File: src/rtl/servo_drive_state_controller_core_assert.svh
// Assertion macros shared by the servo drive state controller RTL.
`ifndef SERVO_DRIVE_STATE_CONTROLLER_CORE_ASSERT_SVH
`define SERVO_DRIVE_STATE_CONTROLLER_CORE_ASSERT_SVH

// Checks that the consequent holds in the same cycle as the antecedent.
`define SDSC_ASSERT_SAME(label, clk, rst_n, ante, cons, msg) \
    label: assert property (@(posedge clk) disable iff (!rst_n) (ante) |-> (cons)) \
        else $error(msg);

// Checks that the consequent holds in the cycle after the antecedent.
`define SDSC_ASSERT_NEXT(label, clk, rst_n, ante, cons, msg) \
    label: assert property (@(posedge clk) disable iff (!rst_n) (ante) |=> (cons)) \
        else $error(msg);

`endif

File: src/rtl/sdsc_pkg.sv
// Package with types, codes and constants of the servo drive state controller.
package sdsc_pkg;

    localparam int DATA_W     = 32;
    localparam int SW_W       = 16;
    localparam int REQ_W      = 3;
    localparam int CW_W       = 8;
    localparam int MODE_W     = 4;
    localparam int STATE_W    = 4;
    localparam int CMODE_W    = 2;
    localparam int CFG_IDX_W  = 1;
    localparam int CFG_DATA_W = 2;
    localparam int HALF_W     = 16;

    typedef enum logic [STATE_W-1:0] {
        DS_NOT_READY   = 4'd0,
        DS_SO_DISABLED = 4'd1,
        DS_READY       = 4'd2,
        DS_SWITCHED_ON = 4'd3,
        DS_OP_ENABLED  = 4'd4,
        DS_QUICK_STOP  = 4'd5,
        DS_FAULT_REACT = 4'd6,
        DS_FAULT       = 4'd7,
        DS_INVALID     = 4'd8
    } t_drive_state;

    typedef enum logic [REQ_W-1:0] {
        REQ_TICK         = 3'd0,
        REQ_ENABLE       = 3'd1,
        REQ_DISABLE      = 3'd2,
        REQ_BEGIN_HOMING = 3'd3,
        REQ_FORCE_HOMED  = 3'd4,
        REQ_RESET_FAULT  = 3'd5
    } t_req;

    typedef enum logic [CFG_IDX_W-1:0] {
        CFG_DRIVE_MODE      = 1'd0,
        CFG_HOMING_REQUIRED = 1'd1
    } t_cfg_reg;

    localparam logic [CMODE_W-1:0] CM_POSITION = 2'd0;
    localparam logic [CMODE_W-1:0] CM_CURRENT  = 2'd2;

    localparam logic [CW_W-1:0] CW_NONE      = 8'h00;
    localparam logic [CW_W-1:0] CW_SHUTDOWN  = 8'h06;
    localparam logic [CW_W-1:0] CW_SWITCH_ON = 8'h07;
    localparam logic [CW_W-1:0] CW_ENABLE_OP = 8'h0F;
    localparam logic [CW_W-1:0] CW_FAULT_RST = 8'h80;
    localparam logic [CW_W-1:0] CW_HOMING_GO = 8'h10;

    localparam logic [MODE_W-1:0] MODE_NONE   = 4'd0;
    localparam logic [MODE_W-1:0] MODE_HOMING = 4'd6;
    localparam logic [MODE_W-1:0] MODE_BASE   = 4'd8;

    localparam logic [SW_W-1:0] SW_HOMING_MASK = 16'h3400;
    localparam logic [SW_W-1:0] SW_HOME_FOUND  = 16'h1400;

    localparam logic [7:0] SW_MASK_A = 8'h4F;
    localparam logic [7:0] SW_MASK_B = 8'h6F;
    localparam logic [7:0] SW_PAT_NOT_READY   = 8'h00;
    localparam logic [7:0] SW_PAT_SO_DISABLED = 8'h40;
    localparam logic [7:0] SW_PAT_READY       = 8'h21;
    localparam logic [7:0] SW_PAT_SWITCHED_ON = 8'h23;
    localparam logic [7:0] SW_PAT_OP_ENABLED  = 8'h27;
    localparam logic [7:0] SW_PAT_QUICK_STOP  = 8'h07;
    localparam logic [7:0] SW_PAT_FAULT_REACT = 8'h0F;
    localparam logic [7:0] SW_PAT_FAULT       = 8'h08;

    typedef struct packed {
        t_drive_state state;
        logic         home_found;
    } t_decode;

endpackage

File: src/rtl/sdsc_in_if.sv
// Input channel interface carrying one drive cycle or request transaction.
interface sdsc_in_if;
    import sdsc_pkg::*;

    logic                     valid;
    logic                     ready;
    logic [REQ_W-1:0]         req_type;
    logic [SW_W-1:0]          status_word;
    logic signed [DATA_W-1:0] actual_position;
    logic signed [DATA_W-1:0] command_value;
    logic                     command_new;

    modport source (
        output valid, req_type, status_word, actual_position, command_value, command_new,
        input  ready
    );

    modport sink (
        input  valid, req_type, status_word, actual_position, command_value, command_new,
        output ready
    );
endinterface

File: src/rtl/sdsc_out_if.sv
// Output channel interface carrying one result transaction.
interface sdsc_out_if;
    import sdsc_pkg::*;

    logic                     valid;
    logic                     ready;
    logic [CW_W-1:0]          control_word;
    logic [MODE_W-1:0]        mode_of_operation;
    logic signed [DATA_W-1:0] command_out;
    logic                     command_write;
    logic                     reply;
    logic [STATE_W-1:0]       drive_state;
    logic                     homed;

    modport source (
        output valid, control_word, mode_of_operation, command_out, command_write,
               reply, drive_state, homed,
        input  ready
    );

    modport sink (
        input  valid, control_word, mode_of_operation, command_out, command_write,
               reply, drive_state, homed,
        output ready
    );
endinterface

File: src/rtl/sdsc_status_decode.sv
// Statusword decoder giving the drive power state and the homing done flag.
module sdsc_status_decode (
    input  logic [sdsc_pkg::SW_W-1:0] i_status_word,
    output sdsc_pkg::t_decode         o_decode
);
    import sdsc_pkg::*;

    logic [7:0] w_a;
    logic [7:0] w_b;

    assign w_a = i_status_word[7:0] & SW_MASK_A;
    assign w_b = i_status_word[7:0] & SW_MASK_B;

    always_comb begin
        if (w_a == SW_PAT_NOT_READY) begin
            o_decode.state = DS_NOT_READY;
        end else if (w_a == SW_PAT_SO_DISABLED) begin
            o_decode.state = DS_SO_DISABLED;
        end else if (w_b == SW_PAT_READY) begin
            o_decode.state = DS_READY;
        end else if (w_b == SW_PAT_SWITCHED_ON) begin
            o_decode.state = DS_SWITCHED_ON;
        end else if (w_b == SW_PAT_OP_ENABLED) begin
            o_decode.state = DS_OP_ENABLED;
        end else if (w_b == SW_PAT_QUICK_STOP) begin
            o_decode.state = DS_QUICK_STOP;
        end else if (w_a == SW_PAT_FAULT_REACT) begin
            o_decode.state = DS_FAULT_REACT;
        end else if (w_a == SW_PAT_FAULT) begin
            o_decode.state = DS_FAULT;
        end else begin
            o_decode.state = DS_INVALID;
        end
        o_decode.home_found = ((i_status_word & SW_HOMING_MASK) == SW_HOME_FOUND);
    end
endmodule

File: src/rtl/servo_drive_state_controller_core.sv
// Servo drive state controller: master side of a drive power state machine.
// Each transaction on the input channel is either a cycle tick, carrying the
// drive statusword, actual position and an optional new setpoint, or a
// request (enable, disable, begin homing, force homed, reset fault). Every
// transaction produces exactly one result with the controlword, mode of
// operation, gated setpoint, reply bit, decoded drive state and homed flag.
// A transaction is accepted on any cycle in which the result register is
// empty or its result is being taken, so one transaction per clock is
// sustained. The rate is set by the single state update loop through the
// decoder and controlword logic. Configuration must be written while no
// transaction is in flight; the block itself does not enforce this.
module servo_drive_state_controller_core (
    input  logic                            i_clk,
    input  logic                            i_rst_n,
    input  logic                            i_cfg_we,
    input  logic [sdsc_pkg::CFG_IDX_W-1:0]  i_cfg_index,
    input  logic [sdsc_pkg::CFG_DATA_W-1:0] i_cfg_data,
    sdsc_in_if.sink                         i_in,
    sdsc_out_if.source                      o_out
);
    import sdsc_pkg::*;

    `include "servo_drive_state_controller_core_assert.svh"

    logic [CMODE_W-1:0] r_drive_mode;
    t_drive_state       r_state,  n_state;
    logic               r_enable_wanted, n_enable_wanted;
    logic               r_homing_active, n_homing_active;
    logic               r_homing_complete, n_homing_complete;
    logic               r_fault_reset_pending, n_fault_reset_pending;

    logic                     r_out_valid;
    logic [CW_W-1:0]          r_cw,    n_cw;
    logic [MODE_W-1:0]        r_mode,  n_mode;
    logic signed [DATA_W-1:0] r_cmd,   n_cmd;
    logic                     r_wr,    n_wr;
    logic                     r_reply, n_reply;

    t_decode            w_dec;
    logic [CMODE_W-1:0] w_mode_sel;
    logic               w_in_acc;

    sdsc_status_decode u_decode (
        .i_status_word (i_in.status_word),
        .o_decode      (w_dec)
    );

    assign i_in.ready = !r_out_valid || o_out.ready;
    assign w_in_acc   = i_in.valid && i_in.ready;
    assign w_mode_sel = (r_drive_mode > CM_CURRENT) ? CM_CURRENT : r_drive_mode;

    always_comb begin
        n_state               = r_state;
        n_enable_wanted       = r_enable_wanted;
        n_homing_active       = r_homing_active;
        n_homing_complete     = r_homing_complete;
        n_fault_reset_pending = r_fault_reset_pending;
        n_cw    = CW_NONE;
        n_mode  = MODE_NONE;
        n_cmd   = '0;
        n_wr    = 1'b0;
        n_reply = 1'b0;

        case (i_in.req_type)
            REQ_TICK: begin
                n_state = w_dec.state;
                if (r_homing_active && w_dec.home_found) begin
                    n_homing_active   = 1'b0;
                    n_homing_complete = 1'b1;
                end
                case (w_dec.state)
                    DS_NOT_READY: begin
                        n_enable_wanted = 1'b0;
                        n_cw = CW_NONE;
                    end
                    DS_SO_DISABLED: begin
                        n_enable_wanted = 1'b0;
                        n_cw = CW_SHUTDOWN;
                    end
                    DS_READY: begin
                        n_enable_wanted = 1'b0;
                        n_cw = CW_SWITCH_ON;
                    end
                    DS_SWITCHED_ON, DS_OP_ENABLED: begin
                        n_cw = r_enable_wanted ? CW_ENABLE_OP : CW_SWITCH_ON;
                    end
                    DS_QUICK_STOP, DS_FAULT_REACT: begin
                        n_enable_wanted = 1'b0;
                        n_cw = CW_NONE;
                    end
                    DS_FAULT: begin
                        n_enable_wanted = 1'b0;
                        if (r_fault_reset_pending) begin
                            n_cw = CW_FAULT_RST;
                            n_fault_reset_pending = 1'b0;
                        end else begin
                            n_cw = CW_NONE;
                        end
                    end
                    default: begin
                        n_cw = CW_NONE;
                    end
                endcase
                if (n_homing_complete) begin
                    n_mode = MODE_BASE + {{(MODE_W-CMODE_W){1'b0}}, w_mode_sel};
                end else begin
                    n_mode = MODE_HOMING;
                    if (n_homing_active) begin
                        n_cw = n_cw | CW_HOMING_GO;
                    end
                end
                if (w_dec.state != DS_OP_ENABLED || !n_homing_complete) begin
                    n_wr  = 1'b1;
                    n_cmd = (w_mode_sel == CM_POSITION) ? i_in.actual_position : '0;
                end else if (i_in.command_new) begin
                    n_wr = 1'b1;
                    if (w_mode_sel == CM_CURRENT) begin
                        n_cmd = {{(DATA_W-HALF_W){i_in.command_value[HALF_W-1]}},
                                 i_in.command_value[HALF_W-1:0]};
                    end else begin
                        n_cmd = i_in.command_value;
                    end
                end
            end
            REQ_ENABLE: begin
                if (r_state == DS_SWITCHED_ON) begin
                    n_enable_wanted = 1'b1;
                    n_reply = 1'b1;
                end
            end
            REQ_DISABLE: begin
                n_enable_wanted = 1'b0;
                n_reply = 1'b1;
            end
            REQ_BEGIN_HOMING: begin
                if (!r_homing_complete && r_state == DS_OP_ENABLED) begin
                    n_homing_active = 1'b1;
                end
                n_reply = n_homing_active;
            end
            REQ_FORCE_HOMED: begin
                if (r_state == DS_OP_ENABLED) begin
                    n_homing_complete = 1'b1;
                end
                n_reply = n_homing_complete;
            end
            REQ_RESET_FAULT: begin
                if (r_state == DS_FAULT) begin
                    n_fault_reset_pending = 1'b1;
                    n_reply = 1'b1;
                end
            end
            default: begin
                n_reply = 1'b0;
            end
        endcase
    end

    always_ff @(posedge i_clk) begin
        if (!i_rst_n) begin
            r_drive_mode          <= CM_POSITION;
            r_state               <= DS_NOT_READY;
            r_enable_wanted       <= 1'b0;
            r_homing_active       <= 1'b0;
            r_homing_complete     <= 1'b1;
            r_fault_reset_pending <= 1'b0;
            r_out_valid           <= 1'b0;
        end else begin
            if (w_in_acc) begin
                r_state               <= n_state;
                r_enable_wanted       <= n_enable_wanted;
                r_homing_active       <= n_homing_active;
                r_homing_complete     <= n_homing_complete;
                r_fault_reset_pending <= n_fault_reset_pending;
                r_out_valid           <= 1'b1;
            end else if (o_out.ready) begin
                r_out_valid <= 1'b0;
            end
            if (i_cfg_we) begin
                case (i_cfg_index)
                    CFG_DRIVE_MODE: begin
                        r_drive_mode <= i_cfg_data[CMODE_W-1:0];
                    end
                    CFG_HOMING_REQUIRED: begin
                        r_homing_complete <= !i_cfg_data[0];
                    end
                    default: begin
                        r_drive_mode <= r_drive_mode;
                    end
                endcase
            end
        end
    end

    always_ff @(posedge i_clk) begin
        if (w_in_acc) begin
            r_cw    <= n_cw;
            r_mode  <= n_mode;
            r_cmd   <= n_cmd;
            r_wr    <= n_wr;
            r_reply <= n_reply;
        end
    end

    assign o_out.valid             = r_out_valid;
    assign o_out.control_word      = r_cw;
    assign o_out.mode_of_operation = r_mode;
    assign o_out.command_out       = r_cmd;
    assign o_out.command_write     = r_wr;
    assign o_out.reply             = r_reply;
    assign o_out.drive_state       = r_state;
    assign o_out.homed             = r_homing_complete;

    `SDSC_ASSERT_NEXT(a_accept_fills_result, i_clk, i_rst_n, w_in_acc, r_out_valid, "accepted transaction left no result")
    `SDSC_ASSERT_SAME(a_request_result_quiet, i_clk, i_rst_n, r_out_valid && (r_mode == MODE_NONE), (r_cw == CW_NONE) && !r_wr, "request result drives controlword or setpoint")
    `SDSC_ASSERT_NEXT(a_enable_only_switched_on, i_clk, i_rst_n, w_in_acc && (i_in.req_type == REQ_ENABLE) && (r_state != DS_SWITCHED_ON), $stable(r_enable_wanted), "enable taken outside switched on state")
endmodule

File: src/flat_wrapper.sv
// flat-port wrapper written by rule: the top's interface ports become plain ports
module servo_drive_state_controller_core_flat import sdsc_pkg::*;
  (i_clk, i_rst_n, i_cfg_we, i_cfg_index, i_cfg_data, i_in_valid, i_in_req_type, i_in_status_word, i_in_actual_position, i_in_command_value, i_in_command_new, i_in_ready, o_out_valid, o_out_control_word, o_out_mode_of_operation, o_out_command_out, o_out_command_write, o_out_reply, o_out_drive_state, o_out_homed, o_out_ready);
  sdsc_in_if i_in_i ();
  sdsc_out_if o_out_i ();
  input  logic i_clk;
  input  logic i_rst_n;
  input  logic i_cfg_we;
  input  logic [sdsc_pkg::CFG_IDX_W-1:0] i_cfg_index;
  input  logic [sdsc_pkg::CFG_DATA_W-1:0] i_cfg_data;
  input wire logic [$bits(i_in_i.valid)-1:0] i_in_valid;
  input wire logic [$bits(i_in_i.req_type)-1:0] i_in_req_type;
  input wire logic [$bits(i_in_i.status_word)-1:0] i_in_status_word;
  input wire logic [$bits(i_in_i.actual_position)-1:0] i_in_actual_position;
  input wire logic [$bits(i_in_i.command_value)-1:0] i_in_command_value;
  input wire logic [$bits(i_in_i.command_new)-1:0] i_in_command_new;
  output wire logic [$bits(i_in_i.ready)-1:0] i_in_ready;
  output wire logic [$bits(o_out_i.valid)-1:0] o_out_valid;
  output wire logic [$bits(o_out_i.control_word)-1:0] o_out_control_word;
  output wire logic [$bits(o_out_i.mode_of_operation)-1:0] o_out_mode_of_operation;
  output wire logic [$bits(o_out_i.command_out)-1:0] o_out_command_out;
  output wire logic [$bits(o_out_i.command_write)-1:0] o_out_command_write;
  output wire logic [$bits(o_out_i.reply)-1:0] o_out_reply;
  output wire logic [$bits(o_out_i.drive_state)-1:0] o_out_drive_state;
  output wire logic [$bits(o_out_i.homed)-1:0] o_out_homed;
  input wire logic [$bits(o_out_i.ready)-1:0] o_out_ready;
  assign i_in_i.valid = i_in_valid;
  assign i_in_i.req_type = i_in_req_type;
  assign i_in_i.status_word = i_in_status_word;
  assign i_in_i.actual_position = i_in_actual_position;
  assign i_in_i.command_value = i_in_command_value;
  assign i_in_i.command_new = i_in_command_new;
  assign i_in_ready = i_in_i.ready;
  assign o_out_valid = o_out_i.valid;
  assign o_out_control_word = o_out_i.control_word;
  assign o_out_mode_of_operation = o_out_i.mode_of_operation;
  assign o_out_command_out = o_out_i.command_out;
  assign o_out_command_write = o_out_i.command_write;
  assign o_out_reply = o_out_i.reply;
  assign o_out_drive_state = o_out_i.drive_state;
  assign o_out_homed = o_out_i.homed;
  assign o_out_i.ready = o_out_ready;
  servo_drive_state_controller_core u_core (.i_clk(i_clk), .i_rst_n(i_rst_n), .i_cfg_we(i_cfg_we), .i_cfg_index(i_cfg_index), .i_cfg_data(i_cfg_data), .i_in(i_in_i), .o_out(o_out_i));
endmodule
File: config.mk
export PLATFORM = sky130hd
export DESIGN_NAME = servo_drive_state_controller_core_flat
export DESIGN_NICKNAME = d
export VERILOG_FILES = /design/src/rtl/sdsc_pkg.sv /design/src/rtl/sdsc_in_if.sv /design/src/rtl/sdsc_out_if.sv /design/src/rtl/sdsc_status_decode.sv /design/src/rtl/servo_drive_state_controller_core.sv /design/src/flat_wrapper.sv
export VERILOG_INCLUDE_DIRS = /design/src /design/src/rtl
export SDC_FILE = /design/constraint.sdc
export NUM_CORES = 1
export LEC_CHECK = 0
export ABC_AREA = 1
export ABC_CLOCK_PERIOD_IN_PS = 5600
export BUFFER_PORTS_ARGS = -buffer_cell sky130_fd_sc_hd__buf_2
export CAP_MARGIN = 20
export CORE_UTILIZATION = 39
export DETAILED_ROUTE_END_ITERATION = 8
export HOLD_SLACK_MARGIN = 0.1
export PLACE_DENSITY = 0.82
export SLEW_MARGIN = 5
export SYNTH_ARGS = -nofsm -noshare
export SYNTH_HDL_FRONTEND = slang
export SYNTH_SLANG_ARGS = --single-unit
File: constraint.sdc
create_clock -name i_clk -period 5.6 [get_ports i_clk]
set_clock_uncertainty 0.05 [all_clocks]
set_input_delay 1.12 -clock i_clk [delete_from_list [all_inputs] [get_ports i_clk]]
set_output_delay 1.12 -clock i_clk [all_outputs]
set_load 0.005 [all_outputs]
=== After elaboration in Yosys (flattened, before gate mapping) ===
Index checks and enable logic that the tools add are counted.

* Word-level logic and storage cells: 113
* Output and inout bits: 53
* Register bits: 57

* Order comparisons: 1
* Reductions and logical operators: 25
* Eq/ne operators: 29
* Mux-type cells: 43
* Bitwise logic cells: 1
* Add/subtract/negate cells: 1

{| class="wikitable"
|+ Operator list
! kind !! number
|-
| 2-to-1 mux 32 bit || 4
|-
| 2-to-1 mux 4 bit || 9
|-
| case mux 8 bit (4 select lines) || 1
|-
| equality test 4 x 3 -> 1 bit (second input constant) || 6
|-
| 2-to-1 mux 1 bit || 19
|-
| equality test 6 x 5 -> 1 bit (second input constant) || 3
|-
| equality test 4 x 2 -> 1 bit (second input constant) || 3
|-
| equality test 5 x 4 -> 1 bit (second input constant) || 2
|-
| 2-to-1 mux 5 bit || 2
|-
| equality test 3 x 2 -> 1 bit (second input constant) || 3
|-
| logical NOT 8 bit || 1
|-
| 2-to-1 mux 8 bit || 1
|-
| AND reduction 2 bit || 4
|-
| AND reduction 4 bit || 2
|-
| equality test 3 bit (second input constant) || 2
|-
| equality test 6 x 3 -> 1 bit (second input constant) || 1
|-
| case mux 1 bit (2 select lines) || 3
|-
| nonzero test 2 bit || 3
|-
| OR reduction 6 bit || 1
|-
| equality test 5 bit (second input constant) || 1
|-
| case mux 1 bit (5 select lines) || 1
|-
| adder 4 x 2 -> 4 bit (first input constant) || 1
|-
| equality test 4 x 1 -> 1 bit (second input constant) || 1
|-
| logical NOT 1 bit || 4
|-
| other kinds (17) || 22
|}

=== Logic depth before layout (Yosys ltp) ===
* Word-level depth: 14
* Mapped depth: 9

=== Hierarchy ===
Synthesis repeated with hierarchy kept, for this count alone.

* Cell total of the unflattened synthesis: 352
* Area total of the unflattened synthesis: 2875.3 µm²

{| class="wikitable"
|+ By module, submodules not included
! module !! cells each !! instances !! area an instance (µm²) !! seq. area each (µm²)
|-
| servo_drive_state_controller_core || 324 || 1 || 2740.1 || 1511.4
|-
| sdsc_status_decode || 28 || 1 || 135.1 || 0.0
|}

=== Worst setup path before layout ===
Ideal clock, no wire load.

* Path kind: input to register
* Start point: input port o_out_ready
* End point: register u_core.r_enable_wanted
* Stages on the path: 9
* Arrival time: 2.777 ns
* Path slack: 2.658 ns
* Required time: 5.435 ns
* Cells stage by stage: inv_1 > nand2_1 > nand2_1 > inv_1 > nand3_1 > nor2_1 > nand3_1 > nand2_1 > nor2_1

* Word-level cells in the longest chain between the ends: 3

{| class="wikitable"
|+ Ends and longest elaborated chain
! element !! RTL line !! text
|-
| from (decl) || flat_wrapper.sv:26 || <nowiki>input wire logic [$bits(o_out_i.ready)-1:0] o_out_ready;</nowiki>
|-
| logical OR 1 bit || servo_drive_state_controller_core.sv:48 || <nowiki>assign i_in.ready = !r_out_valid || o_out.ready;</nowiki>
|-
| net i_in_ready || flat_wrapper.sv:17 || <nowiki>output wire logic [$bits(i_in_i.ready)-1:0] i_in_ready;</nowiki>
|-
| logical AND 1 bit || servo_drive_state_controller_core.sv:49 || <nowiki>assign w_in_acc = i_in.valid && i_in.ready;</nowiki>
|-
| net u_core.w_in_acc || servo_drive_state_controller_core.sv:41 || <nowiki>logic w_in_acc;</nowiki>
|-
| AND reduction 4 bit (no line) || n/a ||
|-
| to (signal assigned) || servo_drive_state_controller_core.sv:171 || <nowiki>r_enable_wanted <= n_enable_wanted;</nowiki>
|-
| to (decl) || servo_drive_state_controller_core.sv:27 || <nowiki>logic r_enable_wanted, n_enable_wanted;</nowiki>
|}

The timed path passes the listed nets, and every way through them passes these cells.
A chain may end at the register's enable or synchronous reset.

=== Final worst setup path ===
* Start point: input port o_out_ready
* End point: register u_core.r_enable_wanted

* Word-level cells in the longest chain between the ends: 3

{| class="wikitable"
|+ Ends and longest elaborated chain
! element !! RTL line
|-
| logical OR 1 bit || servo_drive_state_controller_core.sv:48
|-
| logical AND 1 bit || servo_drive_state_controller_core.sv:49
|-
| net u_core.w_in_acc || servo_drive_state_controller_core.sv:41
|-
| AND reduction 4 bit (no line) || n/a
|}

The timed path passes the listed nets, and every way through them passes these cells.

==> impl_results.md <==
* CTS H-tree lvls at 2
* Post-route cell area at 3660 um^2
* Fill cells at 713
* Pre-CTS WS at 2.56 ns
* Setup Total Neg Slack at 0 ns
* Worst Path Arrival at 2.86 ns
* Post-DRT Antenna Nets at 0
* I/O Pins at 145
* Area of placed instances at 3580 um^2
* Crit path time final at 2.70 ns
* # setup viols final at 0
* GP Congestion at 0.896
* Die area at 7800 um^2
* Critical R2R Capture: u_core.r_enable_wanted$_SDFFE_PN0P_
* Root cell of the clock tree: clkbuf_8
* Worst r2r src: u_core.o_out.valid$_SDFFE_PN0P_
* Drt pass-1 iters at 4
* First-pass GRT wire length at 11300 um
* Required @ worst endpoint at 5.76 ns
* Slew at the pin closest to its max-slew limit at 0.982 ns
* Number of instances in the placed design at 562
* Power per standard cell area at 222 nW/um^2
* Die Y at 88.3 um
* Count of pins over their slew limit at 0
* Max Buffers Root-to-Sink at 2
* Yosys warnings at 0
* Mapped cell area at 2910 um^2
* First DRT Iteration DRCs at 147
* Crit path launch type: primary input
* Initial Utilization at 0.403
* Area leader, netlist: edfxtp_1
* Top fanout value on the critical path at 46
* Hold_buf cts at 0
* Register area share after synthesis at 0.520
* Largest net degree at the start of global routing at 47
* Post-CTS setup buffer count at 0
* Via density per instance at 5.06
* Worst Min Path Start: u_core.r_enable_wanted$_SDFFE_PN0P_
* GRT overflow at 0
* I/O Buffers at 135
* Drt total wl at 7520 um
* RSZ-0062 raised after global routing: no
* FF+latch count, synth at 54
* Pleak at 1.77 nW
* TritonCTS Buffers at 5
* Top post-synthesis cells by area: edfxtp_1 44%, nand3_1 14%, nand2_1 8.1%
* Antenna Cells at 0
* Max Fclk at 370 MHz
* DR WL/cell at 13.2 um
* Final #Nets at 562
* Row count at 31
* Hold_ws at 0.472 ns
* Fin cells at 570
* Post-route DRC at 0
* Area of the core at 7210 um^2
* Syn avg cell area at 8.32 um^2
* Fin. Hold Viols at 0
* Netlist cell types at 29
* Worst hold path endpoint: u_core.r_enable_wanted$_SDFFE_PN0P_
* CTS tree: built
* Status: finished clean
* Top-area cell type share of the netlist area at 0.444
* Crit. End Element: flop
* Area growth syn-to-layout at 25.9%
* Hold Crit Class: flop to flop
* Hold Path Stages at 2
* Total Power at 812 uW
* Worst R2R Path Depth at 8
* Maxcap violations at 0
* HPWL Detailed at 5360 um
* Cell count after synthesis at 349
* Tot GR Track Use at 0.189
* Initial antenna violation count at 0
* Period utilisation layout at 0.483
* Normalized max-slew margin at 0.344
* DIE WIDTH at 88.3 um
* Layout cells sized above 1 at 0.327
* Crit Path Class: primary input to flop
* Reg2Reg Setup Slack at 3.49 ns
* Number of global-route vias before repair at 2533
* Total number of vias at 2884
* Final core occ at 0.507
* Post_cts resized at 0
* Clk slew on worst S/H paths at 0.10 ns
* Clk sinks at 54
* VDD IR max at 0.0901 mV
* Skew-Pair Late Insertion Delay at 0.30 ns
* Final Worst Setup Slack at 2.90 ns
-- power by group --
part | total [mW] | internal (mW) | switching (mW) | leakage [nW]
Clock | 0.209 | 0.0871 | 0.122 | 0.0450
Combinational | 0.139 | 0.0570 | 0.0821 | 1.20
Sequential | 0.463 | 0.456 | 0.00750 | 0.525
-- critical path: stages --
cell and delay [ns]:
buf_2 0.08, inv_1 0.03, nand2_1 0.08, nand2_1 0.20
inv_2 0.78, nand3_1 0.16, nor2_1 0.21, nand3_1 0.09
nand2_1 0.06, nor2_1 0.04
-- worst max path at each step --
stage | start | endpoint | slack, ns | cells past startpoint
global route | o_out_ready | u_core.r_enable_wanted$_SDFFE_PN0P_ | 2.70 | 10
global placement | o_out_ready | u_core.r_enable_wanted$_SDFFE_PN0P_ | 2.61 | 10
detailed placement | o_out_ready | u_core.r_enable_wanted$_SDFFE_PN0P_ | 2.56 | 10
CTS | o_out_ready | u_core.r_enable_wanted$_SDFFE_PN0P_ | 2.88 | 10
floorplan | o_out_ready | u_core.r_enable_wanted$_SDFFE_PN0P_ | 2.66 | 9
finish | o_out_ready | u_core.r_enable_wanted$_SDFFE_PN0P_ | 2.90 | 10
-- synth_stat cells --
master / count
a21oi_1: 43
a31oi_1: 4
a41oi_1: 1
buf_1: 3
buf_2: 9
buf_4: 4
buf_6: 4
clkbuf_1: 3
clkinv_1: 1
clkinv_2: 1
conb_1: 1
dfxtp_1: 11
edfxtp_1: 43
inv_1: 27
inv_2: 2
nand2_1: 63
nand2_2: 1
nand2_4: 1
nand3_1: 79
nand3_2: 1
nand4_1: 1
nor2_1: 29
nor2_2: 1
nor2_4: 1
nor3_1: 4
o21ai_0: 8
o21ai_1: 1
o21ai_4: 1
o21bai_1: 1
-- flip-flops by register name, summed over array words and instances, names as in the netlist --
name,flops
u_core.o_out.command_out,32
u_core.o_out.command_write,1
u_core.o_out.control_word,5
u_core.o_out.drive_state,4
u_core.o_out.homed,1
u_core.o_out.mode_of_operation,4
u_core.o_out.reply,1
u_core.o_out.valid,1
u_core.r_drive_mode,2
u_core.r_enable_wanted,1
u_core.r_fault_reset_pending,1
u_core.r_homing_active,1
-- final cells by class --
| cell class | instances | area, um^2 | area share |
|---|---|---|---|
| clock inverter | 2 | 10.0 | 0.00274 |
| tap | 99 | 124 | 0.0339 |
| sequential | 54 | 1510 | 0.413 |
| inverter | 31 | 118 | 0.0321 |
| clock buffer | 6 | 72.6 | 0.0198 |
| multi-input combinational | 242 | 1140 | 0.312 |
| timing repair buffer | 136 | 683 | 0.187 |
-- per-layer routing --
layer	track usage	share of wire
met1	0.214	0.42
met2	0.348	0.50
met3	0.0373	0.059
met4	0.0718	0.019
met5	0	0
-- cell families (layout without fill, tap and decap cells) --
group | after synthesis | after routing | synth area share
AND/OR/NAND/NOR | 181 | 181 | 0.280
AO/OA/AOI/OAI | 59 | 59 | 0.109
flip-flops | 54 | 54 | 0.520
buffers and inverters | 54 | 175 | 0.0896
other | 1 | 2 | 0.00129
-- placed cells by master, fill, tap and decap left out, drive strengths merged --
master  Yosys  final
o21ai      10     10
clkinv      2      4
conb        1      2
inv        29     29
a31oi       4      4
a41oi       1      1
clkbuf      3      6
a21oi      43     43
edfxtp     43     43
dfxtp      11     11
nand4       1      1
nand2      65     65
buf        20    136
o21bai      1      1
nor3        4      4
nand3      80     80
nor2       31     31
Note: power is estimated with default switching activity, not from simulation.
